### src/rtl/apss_pkg.sv
// ----------------------------------------------------------------------------
// apss_pkg
// Types, constants, pose tables and microcode for the arm pose slew sequencer.
// ----------------------------------------------------------------------------
package apss_pkg;

   typedef struct packed {
      logic [1:0]         operation;
      logic [2:0]         joint_index;
      logic signed [15:0] sensor_angle;
   } apss_req_type;

   typedef struct packed {
      logic [2:0]         joint_number;
      logic signed [15:0] command_angle;
      logic [12:0]        stiffness;
      logic               motion_done;
      logic               last;
   } apss_rsp_type;

   // operation codes
   localparam logic [1:0] OP_LOWER    = 2'd0;
   localparam logic [1:0] OP_TUCK     = 2'd1;
   localparam logic [1:0] OP_HOLD     = 2'd2;
   localparam logic [1:0] OP_RESERVED = 2'd3;

   // configuration register indexes
   localparam logic CSR_MAX_STEP  = 1'b0;
   localparam logic CSR_ARM_STIFF = 1'b1;

   localparam logic [12:0] MAX_STEP_RST = 13'd36;
   localparam logic [12:0] STIFF_ONE    = 13'd4096;
   localparam logic [12:0] HOLD_STIFF   = 13'd2867;
   localparam logic [16:0] GATE_TOL     = 17'd81;

   localparam logic signed [15:0] DEG10  = 16'sd715;
   localparam logic signed [15:0] DEG25  = 16'sd1787;
   localparam logic signed [15:0] DEG60  = 16'sd4289;
   localparam logic signed [15:0] DEG90  = 16'sd6434;
   localparam logic signed [15:0] DEG119 = 16'sd8507;

   // microcode
   localparam int PC_W = 5;

   typedef enum logic [1:0] {
      UOP_GATE,
      UOP_DEV,
      UOP_EMIT,
      UOP_HOLD
   } uop_type;

   typedef enum logic [1:0] {
      JMP_NONE,
      JMP_FAIL,
      JMP_ALWAYS
   } jmp_type;

   typedef struct packed {
      uop_type         uop;
      logic [2:0]      jnt;
      jmp_type         jmp;
      logic [PC_W-1:0] dest;
      logic            eop;
   } ctrl_word_type;

   localparam logic [PC_W-1:0] PC_BACK = 5'd0;
   localparam logic [PC_W-1:0] PC_DEV  = 5'd4;
   localparam logic [PC_W-1:0] PC_EMIT = 5'd12;
   localparam logic [PC_W-1:0] PC_DOWN = 5'd20;
   localparam logic [PC_W-1:0] PC_HOLD = 5'd22;
   localparam logic [PC_W-1:0] PC_LAST = 5'd22;
   localparam logic [PC_W-1:0] PASS_LEN = 5'd7;

   function automatic ctrl_word_type mk_cw(input uop_type u, input logic [2:0] j,
                                           input jmp_type m, input logic [PC_W-1:0] d,
                                           input logic e);
      ctrl_word_type w;
      w.uop  = u;
      w.jnt  = j;
      w.jmp  = m;
      w.dest = d;
      w.eop  = e;
      return w;
   endfunction

   // Program store: back gates, deviation pass, emit pass, down gates, hold.
   function automatic ctrl_word_type ucode_rom(input logic [PC_W-1:0] pc);
      ctrl_word_type w;
      case (pc) inside
         PC_BACK:                    w = mk_cw(UOP_GATE, 3'd0, JMP_FAIL, PC_DEV, 1'b0);
         PC_BACK + 5'd1:             w = mk_cw(UOP_GATE, 3'd4, JMP_FAIL, PC_DEV, 1'b0);
         PC_BACK + 5'd2:             w = mk_cw(UOP_GATE, 3'd2, JMP_FAIL, PC_DEV, 1'b0);
         PC_BACK + 5'd3:             w = mk_cw(UOP_GATE, 3'd6, JMP_FAIL, PC_DEV, 1'b0);
         [PC_DEV:PC_DEV + PASS_LEN]: w = mk_cw(UOP_DEV, 3'(pc - PC_DEV), JMP_NONE,
                                               PC_DEV, 1'b0);
         [PC_EMIT:PC_EMIT + PASS_LEN]:
                                     w = mk_cw(UOP_EMIT, 3'(pc - PC_EMIT), JMP_NONE,
                                               PC_EMIT, pc == PC_EMIT + PASS_LEN);
         PC_DOWN:                    w = mk_cw(UOP_GATE, 3'd3, JMP_FAIL, PC_DEV, 1'b0);
         PC_DOWN + 5'd1:             w = mk_cw(UOP_GATE, 3'd7, JMP_ALWAYS, PC_DEV, 1'b0);
         PC_HOLD:                    w = mk_cw(UOP_HOLD, 3'd0, JMP_NONE, PC_HOLD, 1'b1);
         default:                    w = mk_cw(UOP_DEV, 3'd0, JMP_NONE, PC_BACK, 1'b1);
      endcase
      return w;
   endfunction

   // Target angle of one joint for the chosen pose and phase.
   function automatic logic signed [15:0] pose_target(input logic back, input logic fin,
                                                      input logic [2:0] j);
      logic signed [15:0] t;
      if (!back) begin
         case (j)
            3'd0:    t = fin ? DEG90 : DEG119;
            3'd1:    t = DEG10;
            3'd2:    t = fin ? -DEG90 : DEG25;
            3'd4:    t = fin ? DEG90 : DEG119;
            3'd5:    t = -DEG10;
            3'd6:    t = fin ? DEG90 : -DEG25;
            default: t = '0;
         endcase
      end else begin
         case (j)
            3'd0:    t = DEG119;
            3'd1:    t = fin ? 16'sd0 : DEG10;
            3'd2:    t = DEG25;
            3'd3:    t = fin ? -DEG60 : 16'sd0;
            3'd4:    t = DEG119;
            3'd5:    t = fin ? 16'sd0 : -DEG10;
            3'd6:    t = -DEG25;
            default: t = fin ? DEG60 : 16'sd0;
         endcase
      end
      return t;
   endfunction

endpackage

### src/rtl/arm_pose_slew_sequencer.sv
// ----------------------------------------------------------------------------
// arm_pose_slew_sequencer
// Slews eight arm joint angles toward a staged pose under a microcoded program.
// ----------------------------------------------------------------------------
//   channel  direction  handshake              payload
//   req      in         req_valid / req_stall  apss_req_type
//   rsp      out        rsp_valid / rsp_stall  apss_rsp_type
//   csr      in         csr_wr_en              csr_index, csr_wr_data
//
// One microcode step per cycle; an item is taken while the sequencer is idle,
// then runs its program: lower 17 or 18 steps, tuck 17 to 20 (gate check stops
// at the first miss), hold 1. The reserved operation is taken and dropped
// without starting a program. Emit and hold steps wait while the output
// register is full and stalled. Reset is synchronous: all angles zero,
// max_step 36, arm_stiffness 4096, no transfer pending.
// ----------------------------------------------------------------------------
module arm_pose_slew_sequencer (
   input  logic                  clock,
   input  logic                  reset,
   input  logic                  req_valid,
   output logic                  req_stall,
   input  apss_pkg::apss_req_type req_data,
   output logic                  rsp_valid,
   input  logic                  rsp_stall,
   output apss_pkg::apss_rsp_type rsp_data,
   input  logic                  csr_wr_en,
   input  logic                  csr_index,
   input  logic [12:0]           csr_wr_data
);
   import apss_pkg::*;

   logic                busy_ff, busy_in;
   logic [PC_W-1:0]     pc_ff, pc_in;
   logic                back_ff, back_in;
   logic                fin_ff, fin_in;
   logic [2:0]          joint_ff, joint_in;
   logic signed [15:0]  sensor_ff, sensor_in;
   logic [16:0]         maxdev_ff, maxdev_in;
   logic [12:0]         max_step_ff, max_step_in;
   logic [12:0]         arm_stiff_ff, arm_stiff_in;
   logic signed [15:0]  angle_ff [8];
   logic signed [15:0]  angle_in [8];
   logic                rsp_valid_ff, rsp_valid_in;
   apss_rsp_type        rsp_data_ff, rsp_data_in;

   ctrl_word_type       cw;
   logic signed [15:0]  old_angle;
   logic signed [15:0]  tgt_angle;
   logic signed [16:0]  diff;
   logic [16:0]         mag;
   logic                gate_fail;
   logic [14:0]         lim;
   logic signed [17:0]  lim_s;
   logic signed [17:0]  diff_s;
   logic signed [17:0]  step;
   logic signed [17:0]  sum;
   logic                done;
   logic [12:0]         stiff_sat;
   logic                out_step;
   logic                out_free;
   logic                exec;
   logic                accept;

   assign req_stall = busy_ff;
   assign rsp_valid = rsp_valid_ff;
   assign rsp_data  = rsp_data_ff;
   assign accept    = req_valid && !busy_ff;

   // datapath for the current step
   always_comb begin
      cw        = ucode_rom(pc_ff);
      old_angle = angle_ff[cw.jnt];
      tgt_angle = pose_target(back_ff, fin_ff, cw.jnt);
      diff      = {tgt_angle[15], tgt_angle} - {old_angle[15], old_angle};
      mag       = diff[16] ? 17'(-diff) : 17'(diff);
      gate_fail = mag > GATE_TOL;
      // elbow yaw may move four times as far
      lim       = (cw.jnt[1:0] == 2'd2) ? {max_step_ff, 2'b00} : {2'b00, max_step_ff};
      lim_s     = {3'b000, lim};
      diff_s    = {diff[16], diff};
      if (diff_s > lim_s) begin
         step = lim_s;
      end else if (diff_s < -lim_s) begin
         step = -lim_s;
      end else begin
         step = diff_s;
      end
      sum       = {{2{old_angle[15]}}, old_angle} + step;
      done      = fin_ff && (maxdev_ff < {4'b0000, max_step_ff});
      stiff_sat = (arm_stiff_ff > STIFF_ONE) ? STIFF_ONE : arm_stiff_ff;
      out_step  = (cw.uop == UOP_EMIT) || (cw.uop == UOP_HOLD);
      out_free  = !rsp_valid_ff || !rsp_stall;
      exec      = busy_ff && (!out_step || out_free);
   end

   always_comb begin
      busy_in      = busy_ff;
      pc_in        = pc_ff;
      back_in      = back_ff;
      fin_in       = fin_ff;
      joint_in     = joint_ff;
      sensor_in    = sensor_ff;
      maxdev_in    = maxdev_ff;
      max_step_in  = max_step_ff;
      arm_stiff_in = arm_stiff_ff;
      angle_in     = angle_ff;
      rsp_valid_in = rsp_valid_ff && rsp_stall;
      rsp_data_in  = rsp_data_ff;

      if (csr_wr_en) begin
         case (csr_index)
            CSR_MAX_STEP:  max_step_in  = csr_wr_data;
            CSR_ARM_STIFF: arm_stiff_in = csr_wr_data;
            default:       max_step_in  = max_step_ff;
         endcase
      end

      if (accept) begin
         joint_in  = req_data.joint_index;
         sensor_in = req_data.sensor_angle;
         back_in   = req_data.operation == OP_TUCK;
         fin_in    = 1'b1;
         maxdev_in = '0;
         case (req_data.operation)
            OP_LOWER: begin
               busy_in = 1'b1;
               pc_in   = PC_DOWN;
            end
            OP_TUCK: begin
               busy_in = 1'b1;
               pc_in   = PC_BACK;
            end
            OP_HOLD: begin
               busy_in = 1'b1;
               pc_in   = PC_HOLD;
            end
            default: begin
               // drop the reserved code
               busy_in = 1'b0;
            end
         endcase
      end else if (exec) begin
         case (cw.uop)
            UOP_GATE: begin
               if (gate_fail) begin
                  fin_in = 1'b0;
               end
            end
            UOP_DEV: begin
               if (mag > maxdev_ff) begin
                  maxdev_in = mag;
               end
            end
            UOP_EMIT: begin
               angle_in[cw.jnt]          = sum[15:0];
               rsp_valid_in              = 1'b1;
               rsp_data_in.joint_number  = cw.jnt;
               rsp_data_in.command_angle = sum[15:0];
               rsp_data_in.stiffness     = stiff_sat;
               rsp_data_in.motion_done   = done;
               rsp_data_in.last          = cw.eop;
            end
            default: begin
               angle_in[joint_ff]        = sensor_ff;
               rsp_valid_in              = 1'b1;
               rsp_data_in.joint_number  = joint_ff;
               rsp_data_in.command_angle = sensor_ff;
               rsp_data_in.stiffness     = HOLD_STIFF;
               rsp_data_in.motion_done   = 1'b0;
               rsp_data_in.last          = 1'b1;
            end
         endcase
         case (cw.jmp)
            JMP_ALWAYS: pc_in = cw.dest;
            JMP_FAIL:   pc_in = gate_fail ? cw.dest : pc_ff + 5'd1;
            default:    pc_in = pc_ff + 5'd1;
         endcase
         if (cw.eop) begin
            busy_in = 1'b0;
         end
      end
   end

   always_ff @(posedge clock) begin
      if (reset) begin
         busy_ff      <= 1'b0;
         pc_ff        <= PC_BACK;
         max_step_ff  <= MAX_STEP_RST;
         arm_stiff_ff <= STIFF_ONE;
         rsp_valid_ff <= 1'b0;
         for (int i = 0; i < 8; i++) begin
            angle_ff[i] <= '0;
         end
      end else begin
         busy_ff      <= busy_in;
         pc_ff        <= pc_in;
         max_step_ff  <= max_step_in;
         arm_stiff_ff <= arm_stiff_in;
         rsp_valid_ff <= rsp_valid_in;
         angle_ff     <= angle_in;
      end
   end

   always_ff @(posedge clock) begin
      back_ff     <= back_in;
      fin_ff      <= fin_in;
      joint_ff    <= joint_in;
      sensor_ff   <= sensor_in;
      maxdev_ff   <= maxdev_in;
      rsp_data_ff <= rsp_data_in;
   end

`ifndef SYNTHESIS
   a_pc_range: assert property (@(posedge clock) disable iff (reset)
      busy_ff |-> pc_ff <= PC_LAST)
      else $error("microcode counter left the program store");

   a_prog_end: assert property (@(posedge clock) disable iff (reset)
      (exec && cw.eop) |=> !busy_ff)
      else $error("sequencer still busy after end of program");

   a_start: assert property (@(posedge clock) disable iff (reset)
      (req_valid && !req_stall && req_data.operation != OP_RESERVED) |=> busy_ff)
      else $error("accepted item did not start a program");
`endif

endmodule
### config.mk
export PLATFORM = sky130hd
export DESIGN_NAME = arm_pose_slew_sequencer
export DESIGN_NICKNAME = d
export VERILOG_FILES = /design/src/rtl/apss_pkg.sv /design/src/rtl/arm_pose_slew_sequencer.sv
export SDC_FILE = /design/constraint.sdc
export NUM_CORES = 1
export LEC_CHECK = 0
export BUFFER_PORTS_ARGS = -buffer_cell sky130_fd_sc_hd__buf_4
export CORE_MARGIN = 3
export CORE_UTILIZATION = 57
export DETAILED_ROUTE_END_ITERATION = 8
export GPL_ROUTABILITY_DRIVEN = 1
export PLACE_DENSITY = 0.78
export SLEW_MARGIN = 0
export SYNTH_ARGS = -nofsm -noshare
export SYNTH_HDL_FRONTEND = slang
export SYNTH_SLANG_ARGS = --single-unit
export TNS_END_PERCENT = 5
### constraint.sdc
create_clock -name clock -period 9.15 [get_ports clock]
set_clock_uncertainty 0.05 [all_clocks]
set_input_delay 1.83 -clock clock [delete_from_list [all_inputs] [get_ports clock]]
set_output_delay 1.83 -clock clock [all_outputs]
set_load 0.05 [all_outputs]
# Word level (Yosys, flattened, before mapping)
# Index checks and enable logic that the tools add are counted.
# op_classes
addsub	7
magnitude_cmp	14
n_eq_ne	22
n_mux	47
bitwise_logic	5
reduce_logical	31
# op_table
cell	n
$bwmux W128	2
$pmux W128 S2	1
$mux W16	11
$mux W13	11
$demux W16 S3	2
$pmux W16 S6	1
$pmux W16 S5	1
$pmux W34 S2	1
$bmux W16 S3	1
$eq A5 B5 Y1 const B	4
$lt A17 B18 Y1	1
$neg A15 Y18	1
$gt A17 B16 Y1	1
$gt A17 B17 Y1	1
$gt A17 B7 Y1 const B	1
$lt A17 B13 Y1	1
$mux W17	1
$neg A17 Y17	1
$sub A16 B16 Y17	1
$add A16 B16 Y16	1
$mux W15	1
$mux W5	3
$pmux W5 S3	1
$mux W14	1
33 further kinds	75
# totals
ff_bits	233
input_bits	40
output_inout_bits	36
word_cells	149

# Longest topological paths before layout
# depth
ltp_word	22
depth_mapped	49

# Least setup slack after synthesis
# No wires, ideal clock.
# synth_timing
path_type	register -> register
startpoint	register pc_ff[0]
endpoint	register angle_ff[46] (netlist name)
arrival_ns	9.137
path_slack_ns	-0.128
stages_incl_launch_ff	47
period_less_slack_ns	9.278
cell_sequence	dfxtp_1 -> ha_1 -> clkbuf_1 -> nor3b_1 -> nor4b_2 -> o21a_1 -> buf_4 -> clkbuf_1 -> clkbuf_1 -> clkbuf_1 -> nand2_1 -> o2111ai_1 -> o21ai_0 -> ha_1 -> or3_4 -> or2_4 -> nor4_4 -> o21ai_1 -> (+11 left out) -> nand2b_1 -> o21ai_0 -> ha_1 -> inv_1 -> fa_1 -> nor2b_1 -> o21a_1 -> o211ai_1 -> a21boi_0 -> o21a_1 -> o21a_1 -> o21a_1 -> o21a_1 -> o21bai_1 -> a2111o_1 -> clkbuf_1 -> a21o_1 -> a311oi_1
# synth_via
elab_chain_len	20
# synth_rtl
element	line_no	source
start, declared	arm_pose_slew_sequencer.sv:33	logic [PC_W-1:0] pc_ff, pc_in;
start signal, assigned	arm_pose_slew_sequencer.sv:196	pc_ff <= pc_in;
parallel branches: the longest is 8 deep, another holds $ge A5 B4 Y1	n/a	
$mux W13 (*)	apss_pkg.sv:89	case (pc) inside
$eq A3 B3 Y1 (tied with other cells)	apss_pkg.sv:112, apss_pkg.sv:122	
$reduce_or A2 Y1 (no line) or $bmux W16 S3 (tied branches)	n/a	
$pmux W16 S6 (tied with other cells)	apss_pkg.sv:122	case (j)
$mux W16 (on tied branches)	apss_pkg.sv:111, arm_pose_slew_sequencer.sv:72	
$sub A16 B16 Y17	arm_pose_slew_sequencer.sv:74	diff = {tgt_angle[15], tgt_angle} - {old_angle[15], old_angle};
$lt A17 B18 Y1	arm_pose_slew_sequencer.sv:83	end else if (diff_s < -lim_s) begin
$mux W16	arm_pose_slew_sequencer.sv:83	
$mux W16	arm_pose_slew_sequencer.sv:81	if (diff_s > lim_s) begin
$add A16 B16 Y16	arm_pose_slew_sequencer.sv:88	sum = {{2{old_angle[15]}}, old_angle} + step;
$bwmux W128	arm_pose_slew_sequencer.sv:155	angle_in[cw.jnt] = sum[15:0];
$pmux W128 S2	arm_pose_slew_sequencer.sv:143	case (cw.uop)
end signal, assigned	arm_pose_slew_sequencer.sv:200	angle_ff <= angle_in;
end, declared	arm_pose_slew_sequencer.sv:41	logic signed [15:0] angle_ff [8];
# Every way passes the cells marked *. The select of a mux whose other input is x is not followed.
# A chain may end at the register's enable or synchronous reset.

# Final worst setup path
# layout_timing
startpoint	register pc_ff[0]
endpoint	register rsp_data_ff (netlist bit rsp_data[30]) (data pin)
# layout_via
elab_chain_len	19
# layout_rtl
element	line_no	source
parallel branches: the longest is 8 deep, another holds $ge A5 B4 Y1	n/a	
$mux W13 (*)	apss_pkg.sv:89	
$eq A3 B3 Y1 (tied with other cells)	apss_pkg.sv:112, apss_pkg.sv:122	
$reduce_or A2 Y1 (no line) or $bmux W16 S3 (tied branches)	n/a	
$pmux W16 S6 (tied with other cells)	apss_pkg.sv:122	
$mux W16 (on tied branches)	apss_pkg.sv:111, arm_pose_slew_sequencer.sv:72	
$sub A16 B16 Y17	arm_pose_slew_sequencer.sv:74	
$lt A17 B18 Y1	arm_pose_slew_sequencer.sv:83	
$mux W16	arm_pose_slew_sequencer.sv:83	
$mux W16	arm_pose_slew_sequencer.sv:81	
$add A16 B16 Y16	arm_pose_slew_sequencer.sv:88	
$pmux W34 S2 (*)	arm_pose_slew_sequencer.sv:143	
end signal, assigned	arm_pose_slew_sequencer.sv:210	rsp_data_ff <= rsp_data_in;
end, declared	arm_pose_slew_sequencer.sv:44	apss_rsp_type rsp_data_ff, rsp_data_in;
# Marked as above.

==> summary.md <==
| Metric | Value |
|---|---|
| Global-route wire length before repair | 83.4 mm |
| Final hold violation count | 0 |
| Most frequent cell on the critical path | buf_4 |
| Post-detailed-routing wire length | 54.5 mm |
| Area occupied by multi-input gates | 10300 µm² |
| Number of synthesis warnings | 0 |
| H-tree depth | 1 |
| Proportion of layout cells with a drive suffix above 1 | 15.6% |
| Worst-case hold slack | 0.423 ns |
| Number of DRC violations after detailed-routing iteration 0 | around 2300 |
| Max Slew Vio Count | 0 |
| Die outline width | roughly 170 µm |
| Relative slew slack | between 10% and 20% |
| Status | completed |
| Cell with the most instances after synthesis | nand2_1 |
| Slowest CP cell | fa_1 |
| Placer Congestion | 1.03 |
| Layout net count | 2261 |
| Sequential element share of the synthesized area | 32.5% |
| Proportion of synthesized flip-flops having asynchronous set or reset | 0% |
| Flip-flop and latch area | 5210 µm² |
| Via count | 16700 |
| Endpoint required time on the critical path | between 9 and 10 ns |
| Clock transition time at the flip-flop clock pins of the worst setup and hold paths | approximately 0.070 ns |
| Pin count of the biggest net entering global routing | 102 |
| Post-Synthesis Net Count | about 2200 |
| HPWL after DPL | approximately 38 mm |
| Global-route usage over all layers | 33.7% |
| Core Region | around 27000 µm² |
| Worst Path Class, Setup | reg -> reg |
| Shortest clock period the worst path allows after layout | slightly below 9 ns |
| Total instance count after detailed placement | 2454 |
| Post-synth top area cell | dfxtp_1 |
| EDFF count, synth | 54 |
| Transition at the pin with the smallest max-transition slack | 1.30 ns |
| Flip-flop and latch count after synthesis | around 230 |
| Classification of the worst-slack hold path | reg -> reg |
| Max cap viols | 0 |
| Number of instances in the synthesized netlist | 2055 |
| Dominant cells by area after synthesis | dfxtp_1, edfxtp_1, ha_1, nand2_1, nor2_1 |
| Fill cell count | roughly 2300 |
| Syn Std Cell Area | 16000 µm² |
| Routed wirelength normalized by instance count | 21.7 µm |
| ANT nets after route | 0 |
| Routed via count divided by cell count | about 6.6 |
| Die height | 174 µm |
| Peak per-stage delay on the critical path | 0.45 ns |
| Element type at the critical path end | register |
| CTS tree | done |
| Final setup violation count | 0 |
| Num ports | 76 |
| Buffers from clock root to sink, at most | 3 |
| Pre-antenna DRT Iters | 7 |
| Share of the clock period used by the worst path after layout | between 90 and 100% |
| Overall overflow remaining after global route | 0 |
| Count of input and output buffers | 75 |
| Top cell type's share of synthesized area | between 20% and 30% |
| Critical path peak fanout | 25 |
| Top cells by count, synth | nand2_1, nor2_1, dfxtp_1, o21ai_0, clkbuf_1 |
| Number of rows created at floorplan | 60 |
| Mean instance size in the synthesized netlist | 7.78 µm² |
| Final Non-Filler Cells | about 2500 |
| Number of global-route vias before repair | 15300 |
| Synth cell types | 85 |
| Root buffer cell | clkbuf_16 |
| CP startpoint kind | register |
| Initial core utilization | 58.7% |
| Number of clock sinks | between 200 and 250 |
| Full die area | around 30000 µm² |
| Layout overhead on the synthesized area | 16.9% |
| Number of antenna violations at the first check in global routing | 0 |
| Number of buffers created by CTS | 25 |
| Signal arrival time at the worst endpoint | ~9.2 ns |
| Leading register cell type out of synthesis | dfxtp_1 |
| Cts hold-fix bufs | 0 |
| Detailed-route DRC error count | 0 |
| Insertion delay to the later sink of the worst-skew pair | 0.56 ns |
| Max frequency | between 100 and 150 MHz |
| Ant. Diodes | 0 |
==> sequential cells by signal (all words and copies together) (netlist names) <==
signal and count:
angle_ff 128, arm_stiff_ff 13, back_ff 1, fin_ff 1, joint_ff 3, max_step_ff 13, maxdev_ff 17, pc_ff 5
req_stall 1, rsp_data 34, rsp_valid 1, sensor_ff 16
==> per-stage QoR <==
stage | cell area, µm² | setup slack (ns) | setup TNS, ns | utilization [%]
after floorplan | 16000 | 0.0489 | 0 | -
after global placement | 17400 | 0.243 | 0 | 63.9
after detailed placement | 17400 | -0.0705 | -0.242 | 63.9
after CTS | 18300 | 0.00991 | 0 | 67.1
after global routing | 18700 | -0.100 | -0.782 | 68.6
final | 18700 | 0.208 | 0 | 68.6
==> final timing paths <==
| check | start | endpoint | slack, ns | depth (start not counted) |
|---|---|---|---|---|
| setup / recovery | pc_ff[0] | rsp_data[30] | 0.21 | 41 |
| hold / removal | arm_stiff_ff[3] | arm_stiff_ff[3] | 0.42 | 2 |
| setup reg to reg | pc_ff[0] | rsp_data[30] | 0.21 | 41 |
| hold reg to reg | arm_stiff_ff[3] | arm_stiff_ff[3] | 0.42 | 2 |
==> cell type report <==
cell class / count / share of cell area (%)
Clock buffer: 33 / 3.89
Multi-Input combinational cell: 1589 / 55.3
Clock inverter: 13 / 0.736
Sequential cell: 233 / 27.8
Inverter: 86 / 1.73
Timing Repair Buffer: 187 / 8.04
Tap cell: 372 / 2.49
==> metal layers <==
layer,track usage [%],vias up,part of all wire (%)
met4,13.7,0,4.8
met3,4.64,182,9.6
met1,45.5,7798,40
met5,0,-,0
li1,-,7630,-
met2,54.8,1044,45
==> cells in the final DEF, fill, tap and decap left out, types with 8 or more instances in the layout <==
master / Yosys / final
a32oi_1: 24 / 24
edfxtp_1: 54 / 54
xor2_1: 13 / 13
and2_1: 18 / 17
and3_1: 36 / 33
o21bai_1: 10 / 9
nand2b_1: 11 / 10
nor2_1: 242 / 236
dfxtp_1: 179 / 178
mux2i_1: 31 / 28
clkinv_2: 0 / 8
o211ai_1: 9 / 9
or2_2: 10 / 10
a211oi_1: 81 / 79
a21oi_1: 100 / 98
a22oi_1: 40 / 39
nand3_1: 26 / 23
buf_4: 1 / 177
o221ai_1: 43 / 43
a311oi_1: 9 / 8
o21ai_2: 1 / 10
nor2b_1: 19 / 18
nand4_1: 10 / 10
clkbuf_16: 0 / 28
o21ai_0: 128 / 111
nand2_1: 296 / 291
o22ai_1: 19 / 18
o21a_1: 25 / 23
xnor2_1: 32 / 32
inv_1: 84 / 82
o21ai_1: 5 / 14
a21o_1: 40 / 40
nor3_1: 42 / 40
a31oi_1: 44 / 41
ha_1: 97 / 90
==> worst max-delay path, delay by kind of cell, from the launching register on <==
family                     cells  cell delay [ns]
AOI/OAI and AO/OA             14             2.95
xor gates and xnor gates       2             0.62
and+or+nand+nor               10             1.54
buffers and inverters          7             1.06
muxes                          2             0.41
adders and majority gates      6             1.72
DFF                            1             0.34
==> repair_timing <==
item | 4_1_cts | 5_1_grt
cloned | 1 | 3
gates resized for setup | 2 | 83
buffers inserted | 0 | 9
endpoints found under the setup margin | 8 | 81
endpoints found under the hold margin | 0 | 0
pin swaps | 1 | 19
==> cell families (layout without fill, tap and decap cells) <==
group / count (synthesis) / count (layout) / synth area share, %
AOI/OAI and AO/OA: 650 / 653 / 27.8
xor gates and xnor gates: 47 / 47 / 2.78
adders and majority gates: 101 / 101 / 7.96
buffers and inverters: 236 / 319 / 5.60
DFF: 233 / 233 / 32.5
muxes: 33 / 33 / 2.08
and+or+nand+nor: 755 / 755 / 21.3
Power is not shown: default switching activity piles up to over one toggle a cycle in this logic, so the estimate is an artifact.
